### src/hdl/cpm_pkg.sv
// ----------------------------------------------------------------------------
// CIGAR P-site mapper package
// Widths, operation classes, queue entry type and saturating helpers.
// ----------------------------------------------------------------------------
package cpm_pkg;

	localparam int COORD_W  = 32;
	localparam int CHAR_W   = 8;
	localparam int START_W  = 31;
	localparam int OFFSET_W = 16;
	localparam int OUT_W    = 32;
	localparam int S_DATA_W = 56;
	localparam int CNT_W    = 8;
	localparam int Q_DEPTH  = 4;
	localparam int Q_AW     = $clog2(Q_DEPTH);

	typedef logic [COORD_W-1:0] coord_t;

	localparam coord_t COORD_MAX = '1;

	typedef enum logic [2:0] {
		OP_NONE,
		OP_MATCH,
		OP_INS,
		OP_SOFT,
		OP_REFSKIP,
		OP_CLIP
	} op_kind_t;

	typedef struct packed {
		op_kind_t              op;
		coord_t                len;
		logic [START_W-1:0]    start;
		logic [OFFSET_W-1:0]   offset;
		logic                  last;
	} entry_t;

	function automatic coord_t sat_add(input coord_t a, input coord_t b);
		logic [COORD_W:0] s;
		s = {1'b0, a} + {1'b0, b};
		return s[COORD_W] ? COORD_MAX : s[COORD_W-1:0];
	endfunction

	function automatic coord_t clip_start(input logic [START_W-1:0] s);
		return (64'(s) > 64'(COORD_MAX)) ? COORD_MAX : coord_t'(s);
	endfunction

endpackage

### src/hdl/cpm_front.sv
// ----------------------------------------------------------------------------
// CIGAR P-site mapper front end
// Accepts characters, builds run lengths and queues classified operations.
// ----------------------------------------------------------------------------
module cpm_front (
	input  logic                          clk,
	input  logic                          arst_n,
	input  logic                          s_tvalid,
	output logic                          s_tready,
	input  logic [cpm_pkg::S_DATA_W-1:0]  s_tdata,
	input  logic                          s_tlast,
	input  logic                          q_full,
	output logic                          q_push,
	output cpm_pkg::entry_t               q_entry
);

	localparam int ACC_W = cpm_pkg::COORD_W + 4;

	localparam logic [7:0] CH_0  = "0";
	localparam logic [7:0] CH_9  = "9";
	localparam logic [7:0] CH_M  = "M";
	localparam logic [7:0] CH_EQ = "=";
	localparam logic [7:0] CH_X  = "X";
	localparam logic [7:0] CH_I  = "I";
	localparam logic [7:0] CH_S  = "S";
	localparam logic [7:0] CH_N  = "N";
	localparam logic [7:0] CH_D  = "D";
	localparam logic [7:0] CH_H  = "H";
	localparam logic [7:0] CH_P  = "P";

	cpm_pkg::coord_t                  run_q;
	logic [cpm_pkg::CHAR_W-1:0]       ch;
	logic                             accept;
	logic                             is_digit;
	cpm_pkg::op_kind_t                op;
	logic [ACC_W-1:0]                 acc;

	assign ch       = s_tdata[cpm_pkg::CHAR_W-1:0];
	assign s_tready = !q_full;
	assign accept   = s_tvalid && s_tready;
	assign is_digit = (ch >= CH_0) && (ch <= CH_9);

	always_comb begin
		case (ch)
			CH_M, CH_EQ, CH_X: op = cpm_pkg::OP_MATCH;
			CH_I:              op = cpm_pkg::OP_INS;
			CH_S:              op = cpm_pkg::OP_SOFT;
			CH_N, CH_D:        op = cpm_pkg::OP_REFSKIP;
			CH_H, CH_P:        op = cpm_pkg::OP_CLIP;
			default:           op = cpm_pkg::OP_NONE;
		endcase
	end

	// run * 10 + digit
	assign acc = ({4'b0, run_q} << 3) + ({4'b0, run_q} << 1) + ACC_W'(ch[3:0]);

	assign q_push         = accept && ((op != cpm_pkg::OP_NONE) || s_tlast);
	assign q_entry.op     = op;
	assign q_entry.len    = run_q;
	assign q_entry.start  = s_tdata[cpm_pkg::CHAR_W +: cpm_pkg::START_W];
	assign q_entry.offset = s_tdata[cpm_pkg::CHAR_W + cpm_pkg::START_W +: cpm_pkg::OFFSET_W];
	assign q_entry.last   = s_tlast;

	always_ff @(posedge clk or negedge arst_n) begin
		if (!arst_n) begin
			run_q <= '0;
		end else if (accept) begin
			if (s_tlast || (op != cpm_pkg::OP_NONE)) begin
				run_q <= '0;
			end else if (is_digit) begin
				run_q <= (acc > ACC_W'(cpm_pkg::COORD_MAX)) ? cpm_pkg::COORD_MAX
					: acc[cpm_pkg::COORD_W-1:0];
			end
		end
	end

endmodule

### src/hdl/cpm_queue.sv
// ----------------------------------------------------------------------------
// CIGAR P-site mapper operation queue
// Short FIFO between front end and back end.
// ----------------------------------------------------------------------------
module cpm_queue (
	input  logic             clk,
	input  logic             arst_n,
	input  logic             push,
	input  cpm_pkg::entry_t  wr_entry,
	output logic             full,
	input  logic             pop,
	output logic             rd_valid,
	output cpm_pkg::entry_t  rd_entry
);

	cpm_pkg::entry_t              mem_q [cpm_pkg::Q_DEPTH];
	logic [cpm_pkg::Q_AW-1:0]     wr_ptr_q;
	logic [cpm_pkg::Q_AW-1:0]     rd_ptr_q;
	logic [cpm_pkg::Q_AW:0]       count_q;

	assign full     = (count_q == (cpm_pkg::Q_AW+1)'(cpm_pkg::Q_DEPTH));
	assign rd_valid = (count_q != '0);
	assign rd_entry = mem_q[rd_ptr_q];

	always_ff @(posedge clk) begin
		if (push) begin
			mem_q[wr_ptr_q] <= wr_entry;
		end
	end

	always_ff @(posedge clk or negedge arst_n) begin
		if (!arst_n) begin
			wr_ptr_q <= '0;
			rd_ptr_q <= '0;
			count_q  <= '0;
		end else begin
			if (push) begin
				wr_ptr_q <= wr_ptr_q + 1'b1;
			end
			if (pop) begin
				rd_ptr_q <= rd_ptr_q + 1'b1;
			end
			if (push && !pop) begin
				count_q <= count_q + 1'b1;
			end else if (pop && !push) begin
				count_q <= count_q - 1'b1;
			end
		end
	end

endmodule

### src/hdl/cpm_back.sv
// ----------------------------------------------------------------------------
// CIGAR P-site mapper back end
// Applies operations to read length and reference position, holds result.
// ----------------------------------------------------------------------------
module cpm_back (
	input  logic                       clk,
	input  logic                       arst_n,
	input  logic                       q_valid,
	input  cpm_pkg::entry_t            q_entry,
	output logic                       q_pop,
	output logic                       m_tvalid,
	input  logic                       m_tready,
	output logic [cpm_pkg::OUT_W-1:0]  m_tdata,
	output logic                       m_tuser
);

	logic [cpm_pkg::CNT_W-1:0]  op_count_q;
	cpm_pkg::coord_t            frag_q;
	cpm_pkg::coord_t            ref_q;
	logic                       found_q;
	cpm_pkg::coord_t            center_q;
	cpm_pkg::coord_t            first_run_q;
	logic                       out_valid_q;
	logic [cpm_pkg::OUT_W-1:0]  out_center_q;
	logic                       out_many_q;

	logic [cpm_pkg::CNT_W-1:0]  op_count_n;
	cpm_pkg::coord_t            frag_n;
	cpm_pkg::coord_t            ref_n;
	logic                       found_n;
	cpm_pkg::coord_t            center_n;
	cpm_pkg::coord_t            first_run_n;
	cpm_pkg::coord_t            ref_base;
	cpm_pkg::coord_t            start_c;
	cpm_pkg::coord_t            offset_c;
	cpm_pkg::coord_t            over;
	cpm_pkg::coord_t            result;
	logic                       is_op;
	logic                       first;

	assign q_pop = q_valid && !(q_entry.last && out_valid_q && !m_tready);

	assign start_c  = cpm_pkg::clip_start(q_entry.start);
	assign offset_c = cpm_pkg::coord_t'(q_entry.offset);
	assign is_op    = (q_entry.op != cpm_pkg::OP_NONE);
	assign first    = (op_count_q == '0);
	assign ref_base = first ? start_c : ref_q;

	always_comb begin
		op_count_n  = op_count_q;
		first_run_n = first_run_q;
		frag_n      = frag_q;
		ref_n       = ref_q;
		found_n     = found_q;
		center_n    = center_q;
		over        = '0;
		if (is_op) begin
			ref_n = ref_base;
			if (first) begin
				first_run_n = q_entry.len;
			end
			if (op_count_q != '1) begin
				op_count_n = op_count_q + 1'b1;
			end
			if (!found_q) begin
				case (q_entry.op)
					cpm_pkg::OP_MATCH: begin
						frag_n = cpm_pkg::sat_add(frag_q, q_entry.len);
						ref_n  = cpm_pkg::sat_add(ref_base, q_entry.len);
						if (frag_n > offset_c) begin
							over     = frag_n - offset_c;
							center_n = (over > ref_n) ? '0 : ref_n - over;
							found_n  = 1'b1;
						end
					end
					cpm_pkg::OP_INS: begin
						frag_n = cpm_pkg::sat_add(frag_q, q_entry.len);
					end
					cpm_pkg::OP_SOFT: begin
						frag_n = cpm_pkg::sat_add(frag_q, q_entry.len);
						if (!first) begin
							ref_n = cpm_pkg::sat_add(ref_base, q_entry.len);
						end
					end
					cpm_pkg::OP_REFSKIP: begin
						ref_n = cpm_pkg::sat_add(ref_base, q_entry.len);
					end
					default: begin
					end
				endcase
			end
		end
		if (op_count_n <= cpm_pkg::CNT_W'(1)) begin
			result = cpm_pkg::sat_add(start_c, offset_c);
		end else if (found_n) begin
			result = center_n;
		end else begin
			result = first_run_n;
		end
	end

	always_ff @(posedge clk or negedge arst_n) begin
		if (!arst_n) begin
			op_count_q  <= '0;
			frag_q      <= '0;
			ref_q       <= '0;
			found_q     <= 1'b0;
			center_q    <= '0;
			first_run_q <= '0;
		end else if (q_pop) begin
			if (q_entry.last) begin
				op_count_q  <= '0;
				frag_q      <= '0;
				ref_q       <= '0;
				found_q     <= 1'b0;
				center_q    <= '0;
				first_run_q <= '0;
			end else begin
				op_count_q  <= op_count_n;
				frag_q      <= frag_n;
				ref_q       <= ref_n;
				found_q     <= found_n;
				center_q    <= center_n;
				first_run_q <= first_run_n;
			end
		end
	end

	always_ff @(posedge clk or negedge arst_n) begin
		if (!arst_n) begin
			out_valid_q <= 1'b0;
		end else if (q_pop && q_entry.last) begin
			out_valid_q <= 1'b1;
		end else if (m_tready) begin
			out_valid_q <= 1'b0;
		end
	end

	always_ff @(posedge clk) begin
		if (q_pop && q_entry.last) begin
			out_center_q <= cpm_pkg::OUT_W'(result);
			out_many_q   <= (op_count_n > cpm_pkg::CNT_W'(3));
		end
	end

	assign m_tvalid = out_valid_q;
	assign m_tdata  = out_center_q;
	assign m_tuser  = out_many_q;

endmodule

### src/hdl/cigar_psite_position_mapper_top.sv
// ----------------------------------------------------------------------------
// CIGAR P-site position mapper
// Input stream: one CIGAR character per item with the read start and P-site
// offset held for the string; s_tlast marks the final character.
// Output stream: one item per string, the P-site reference coordinate
// (saturated) and a flag for strings of more than three operations.
// A final character is written into the queue, then popped by the back end
// into the output register. Throughput is one item per cycle; the front end
// takes a character each cycle while the four-entry queue has room, the back
// end retires one queued operation per cycle unless a final one meets a stall.
// Reset clears the run accumulator, queue, counters and output valid flag.
// When m_tready is low the result holds; the back end keeps retiring
// non-final operations and stops only at the next final one, so s_tready
// drops once the queue fills behind it.
// ----------------------------------------------------------------------------
module cigar_psite_position_mapper_top (
	input  logic                          clk,
	input  logic                          arst_n,
	input  logic                          s_tvalid,
	output logic                          s_tready,
	input  logic [cpm_pkg::S_DATA_W-1:0]  s_tdata,   // char_code, read_start, psite_offset
	input  logic                          s_tlast,   // last_char
	output logic                          m_tvalid,
	input  logic                          m_tready,
	output logic [cpm_pkg::OUT_W-1:0]     m_tdata,   // center_pos
	output logic                          m_tuser    // many_regions
);

	logic             q_full;
	logic             q_push;
	cpm_pkg::entry_t  q_wr_entry;
	logic             q_pop;
	logic             q_valid;
	cpm_pkg::entry_t  q_rd_entry;

	cpm_front u_front (
		.clk      (clk),
		.arst_n   (arst_n),
		.s_tvalid (s_tvalid),
		.s_tready (s_tready),
		.s_tdata  (s_tdata),
		.s_tlast  (s_tlast),
		.q_full   (q_full),
		.q_push   (q_push),
		.q_entry  (q_wr_entry)
	);

	cpm_queue u_queue (
		.clk      (clk),
		.arst_n   (arst_n),
		.push     (q_push),
		.wr_entry (q_wr_entry),
		.full     (q_full),
		.pop      (q_pop),
		.rd_valid (q_valid),
		.rd_entry (q_rd_entry)
	);

	cpm_back u_back (
		.clk      (clk),
		.arst_n   (arst_n),
		.q_valid  (q_valid),
		.q_entry  (q_rd_entry),
		.q_pop    (q_pop),
		.m_tvalid (m_tvalid),
		.m_tready (m_tready),
		.m_tdata  (m_tdata),
		.m_tuser  (m_tuser)
	);

endmodule

### config.mk
export PLATFORM = sky130hd
export DESIGN_NAME = cigar_psite_position_mapper_top
export DESIGN_NICKNAME = d
export VERILOG_FILES = /design/src/hdl/cpm_pkg.sv /design/src/hdl/cpm_front.sv /design/src/hdl/cpm_queue.sv /design/src/hdl/cpm_back.sv /design/src/hdl/cigar_psite_position_mapper_top.sv
export SDC_FILE = /design/constraint.sdc
export NUM_CORES = 1
export LEC_CHECK = 0
export BUFFER_PORTS_ARGS = -buffer_cell sky130_fd_sc_hd__buf_2
export CAP_MARGIN = 20
export CORE_UTILIZATION = 40
export CTS_BUF_LIST = sky130_fd_sc_hd__clkbuf_16
export CTS_CLUSTER_SIZE = 8
export DETAILED_ROUTE_END_ITERATION = 7
export SLEW_MARGIN = 5
export SYNTH_ARGS = -nofsm -noshare
export SYNTH_HDL_FRONTEND = slang
export SYNTH_SLANG_ARGS = --single-unit
export TNS_END_PERCENT = 1
### constraint.sdc
create_clock -name clk -period 13.6 [get_ports clk]
set_input_delay 0 -clock clk [delete_from_list [all_inputs] [get_ports clk]]
set_output_delay 0 -clock clk [all_outputs]
set_load 0.005 [all_outputs]
==> results.toml <==
[sta]
fin_crit_sh_pct = 74.70
timing.slew.headroom_pct = 34.94
grt_setup_unrepaired = "false"
fin_setup_tns_ps = 0
hold_viol = 0
period_minus_slack_ps = 10160
setup_viol = 0
fin_skew_ps = 47.91
clock.fmax_mhz = 98.44
drv_slew = 0
worst_slack_ps = 3441
worstMarginPinSlew_ps = 975.8

[worst_setup_path]
cp_slowest_cell = "mux4_2"
r2r_start = "u_queue.rd_ptr_q[0]"
critPathTopFamily = "compound AO/OA/AOI/OAI gates"
crit_cells = 34
path_buf_inv = 3
r2r_cells = 34
cp_slowest_stage_delay_ps = 730
r2r-end = "u_back.m_tdata[25]"
worstSetupEndpointType = "flip-flop"
regToRegSetupSlack_ps = 3440
start_kind = "flip-flop"
setup.worst_path.end = "u_back.m_tdata[25]"
crit_type = "flip-flop to flip-flop"
crit_path_frequent_cell = "nor2_1"
critical_path_arrival_ps = 10550
required_ps = 14000
setup.worst_path.start = "u_queue.rd_ptr_q[0]"
path_max_fanout = 35

[finish]
layout_common_cells = "edfxtp_1 (365), nand2_1 (208), ha_1 (198)"
regArea_um2 = 15400
fillers = 7028
mostFrequentLayoutCell = "edfxtp_1"
area_growth_pct = 14.51
fin_nets = 3131
final_core_util_pct = 46.50
drive_gt1_share_pct = 13.88
multi_input_area_um2 = 15480

[yosys]
synthCells = 2718
ys_types = 86
synth.net_count = 2985
yosysSeqAreaShare_pct = 48.68
synth.area.top_cells = "edfxtp_1 (35%), dfrtp_1 (14%), ha_1 (7.8%)"
synth_top_cell_area_share_pct = 34.67
synthArstFlopShare_pct = 32.66
yosysWarnings = 0
syn-mean-instance-area_um2 = 11.63
ys_ff_latch = 542
synthFlopType = "edfxtp_1"
yosys.area.top_type = "edfxtp_1"
synth_area_um2 = 31610
synth_edf_count = 365

[die]
fp.dieW_um = 283.1
die_h_um = 283.1
core_area_um2 = 77850
row_count = 102
io_pins = 96
die_area_um2 = 80160
start_util_pct = 40.61

[placement]
dpl_worst_slack_ps = 3510
gp_congestion = 0.9208
port_buffers = 94
dpl.hpwl_um = 70210

[worst_hold_path]
hp-class = "input port to flip-flop"

[cts]
cts.sinks = 542
h-tree-depth = 3
path_clk_slew_ps = 50
numCtsBuffers = 78
cts_tree = "done"
post_cts.repair.setup_buffers = 0
ctsLongestPathBuffers = 3
cts_resized = 0
hold_buffers = 58
clock_latency_ps = 640
cts_root_buf = "clkbuf_16"

[run]
cap_violations = 0

[global_routing]
grt_pass1_vias = 23060
grt_first_pass_wirelength_um = 141200
antenna_found_initial = 2
grt_use_total_pct = 23.17
grt_max_degree = 72
grt.overflow.total = 0

[routing]
finalWirelength_um = 95010
drtAntennaViolNets = 0
via_count = 23500
wl_per_cell_um = 23.94
drc_errors = 0
drt_iter0_markers = 1926
via_per_inst = 5.922
drt_pass1_iterations = 5

[status]
outcome = "complete, no violations"
==> cells in the mapped netlist, types with 8 or more instances <==
master and instances:
a211oi_1 23, a21boi_0 9, fa_1 8, o2bb2ai_1 12, nor3_1 67, mux4_2 83, a22oi_1 8, ha_1 198
o31ai_1 21, a221o_1 53, o21bai_1 15, edfxtp_1 365, xnor2_1 99, o22ai_1 8, nand3_1 74, dfrtp_1 177
nor4_1 13, a21oi_1 137, nor2_1 148, buf_1 14, or3_1 14, o2111ai_1 8, o211ai_1 22, and2_1 29
inv_1 70, nand2_1 208, nand4_1 20, a221oi_1 26, nand2b_1 41, a32o_1 14, clkbuf_1 87, a31oi_1 18
mux2_2 48, buf_2 20, mux2i_1 37, or2_2 13, o21a_1 29, nor2b_1 24, a22o_1 50, xor2_1 58
a21o_1 55, and3_1 23, o21ai_0 160
==> how the worst min path moves through the flow <==
stage                    start              endpoint  depth (start not counted)
floorplan               arst_n    u_back.center_q[0]                          0
global placement        arst_n  u_back.op_count_q[5]                          1
detailed placement      arst_n  u_back.op_count_q[5]                          1
CTS                 s_tdata[4]  u_queue.mem_q[3][82]                          4
global route        s_tdata[4]  u_queue.mem_q[3][82]                          4
finish              s_tdata[4]  u_queue.mem_q[0][82]                          4
==> registers in the layout, summed over array words and instances, names as in the netlist, 3 cells and up <==
name	count
u_front.run_q	32
u_queue.mem_q	332
u_back.ref_q	32
u_back.op_count_q	8
u_back.center_q	32
u_back.m_tdata	32
u_back.first_run_q	32
u_queue.count_q	3
u_back.frag_q	32
==> cells by family (layout without fill, tap and decap cells) <==
family	after synthesis	count (layout)	synth area share, %
flip-flops	542	542	48.68
other	0	2	0
AND/OR/NAND/NOR	710	710	10.93
XOR/XNOR	157	157	4.350
multiplexers	168	168	8.795
adder cells (fa/ha/maj)	206	206	8.344
AO/OA/AOI/OAI	739	739	16.43
buffers and inverters	196	404	2.466
==> worst reg2reg max path, delay by kind of cell, from the launching register on <==
| family | cells | cell delay (ps) |
|---|---|---|
| and+or+nand+nor | 10 | 2130 |
| DFF | 1 | 600 |
| buffers and inverters | 3 | 1050 |
| AOI/OAI and AO/OA | 16 | 4180 |
| adders and majority gates | 3 | 920 |
| muxes | 2 | 1070 |
==> final cells by class <==
cell class / instances / area share [%]
multi-input combinational: 1980 / 42.78
tap: 1040 / 3.595
timing repair buffer: 191 / 3.806
sequential: 542 / 42.54
clock buffer: 78 / 5.392
inverter: 71 / 0.7362
antenna: 2 / 0.01383
clock inverter: 64 / 1.144
==> layer usage <==
| metal | share of wire (%) | track usage [%] |
|---|---|---|
| met3 | 6.5 | 4.058 |
| met2 | 45 | 35.96 |
| met4 | 3.2 | 8.189 |
| met5 | 0 | 0 |
| met1 | 45 | 32.58 |
==> stage by stage <==
step,instance area [um2],hold slack [ps],cells
floorplan,31610,-295.6,2718
global placement,33210,2.234,3764
detailed placement,33230,10.28,3766
CTS,36190,0.9272,3966
global route,36190,57.11,3966
finish,36200,42.80,3968
Power is not shown: default switching activity piles up to over one toggle a cycle in this logic, so the estimate is an artifact.
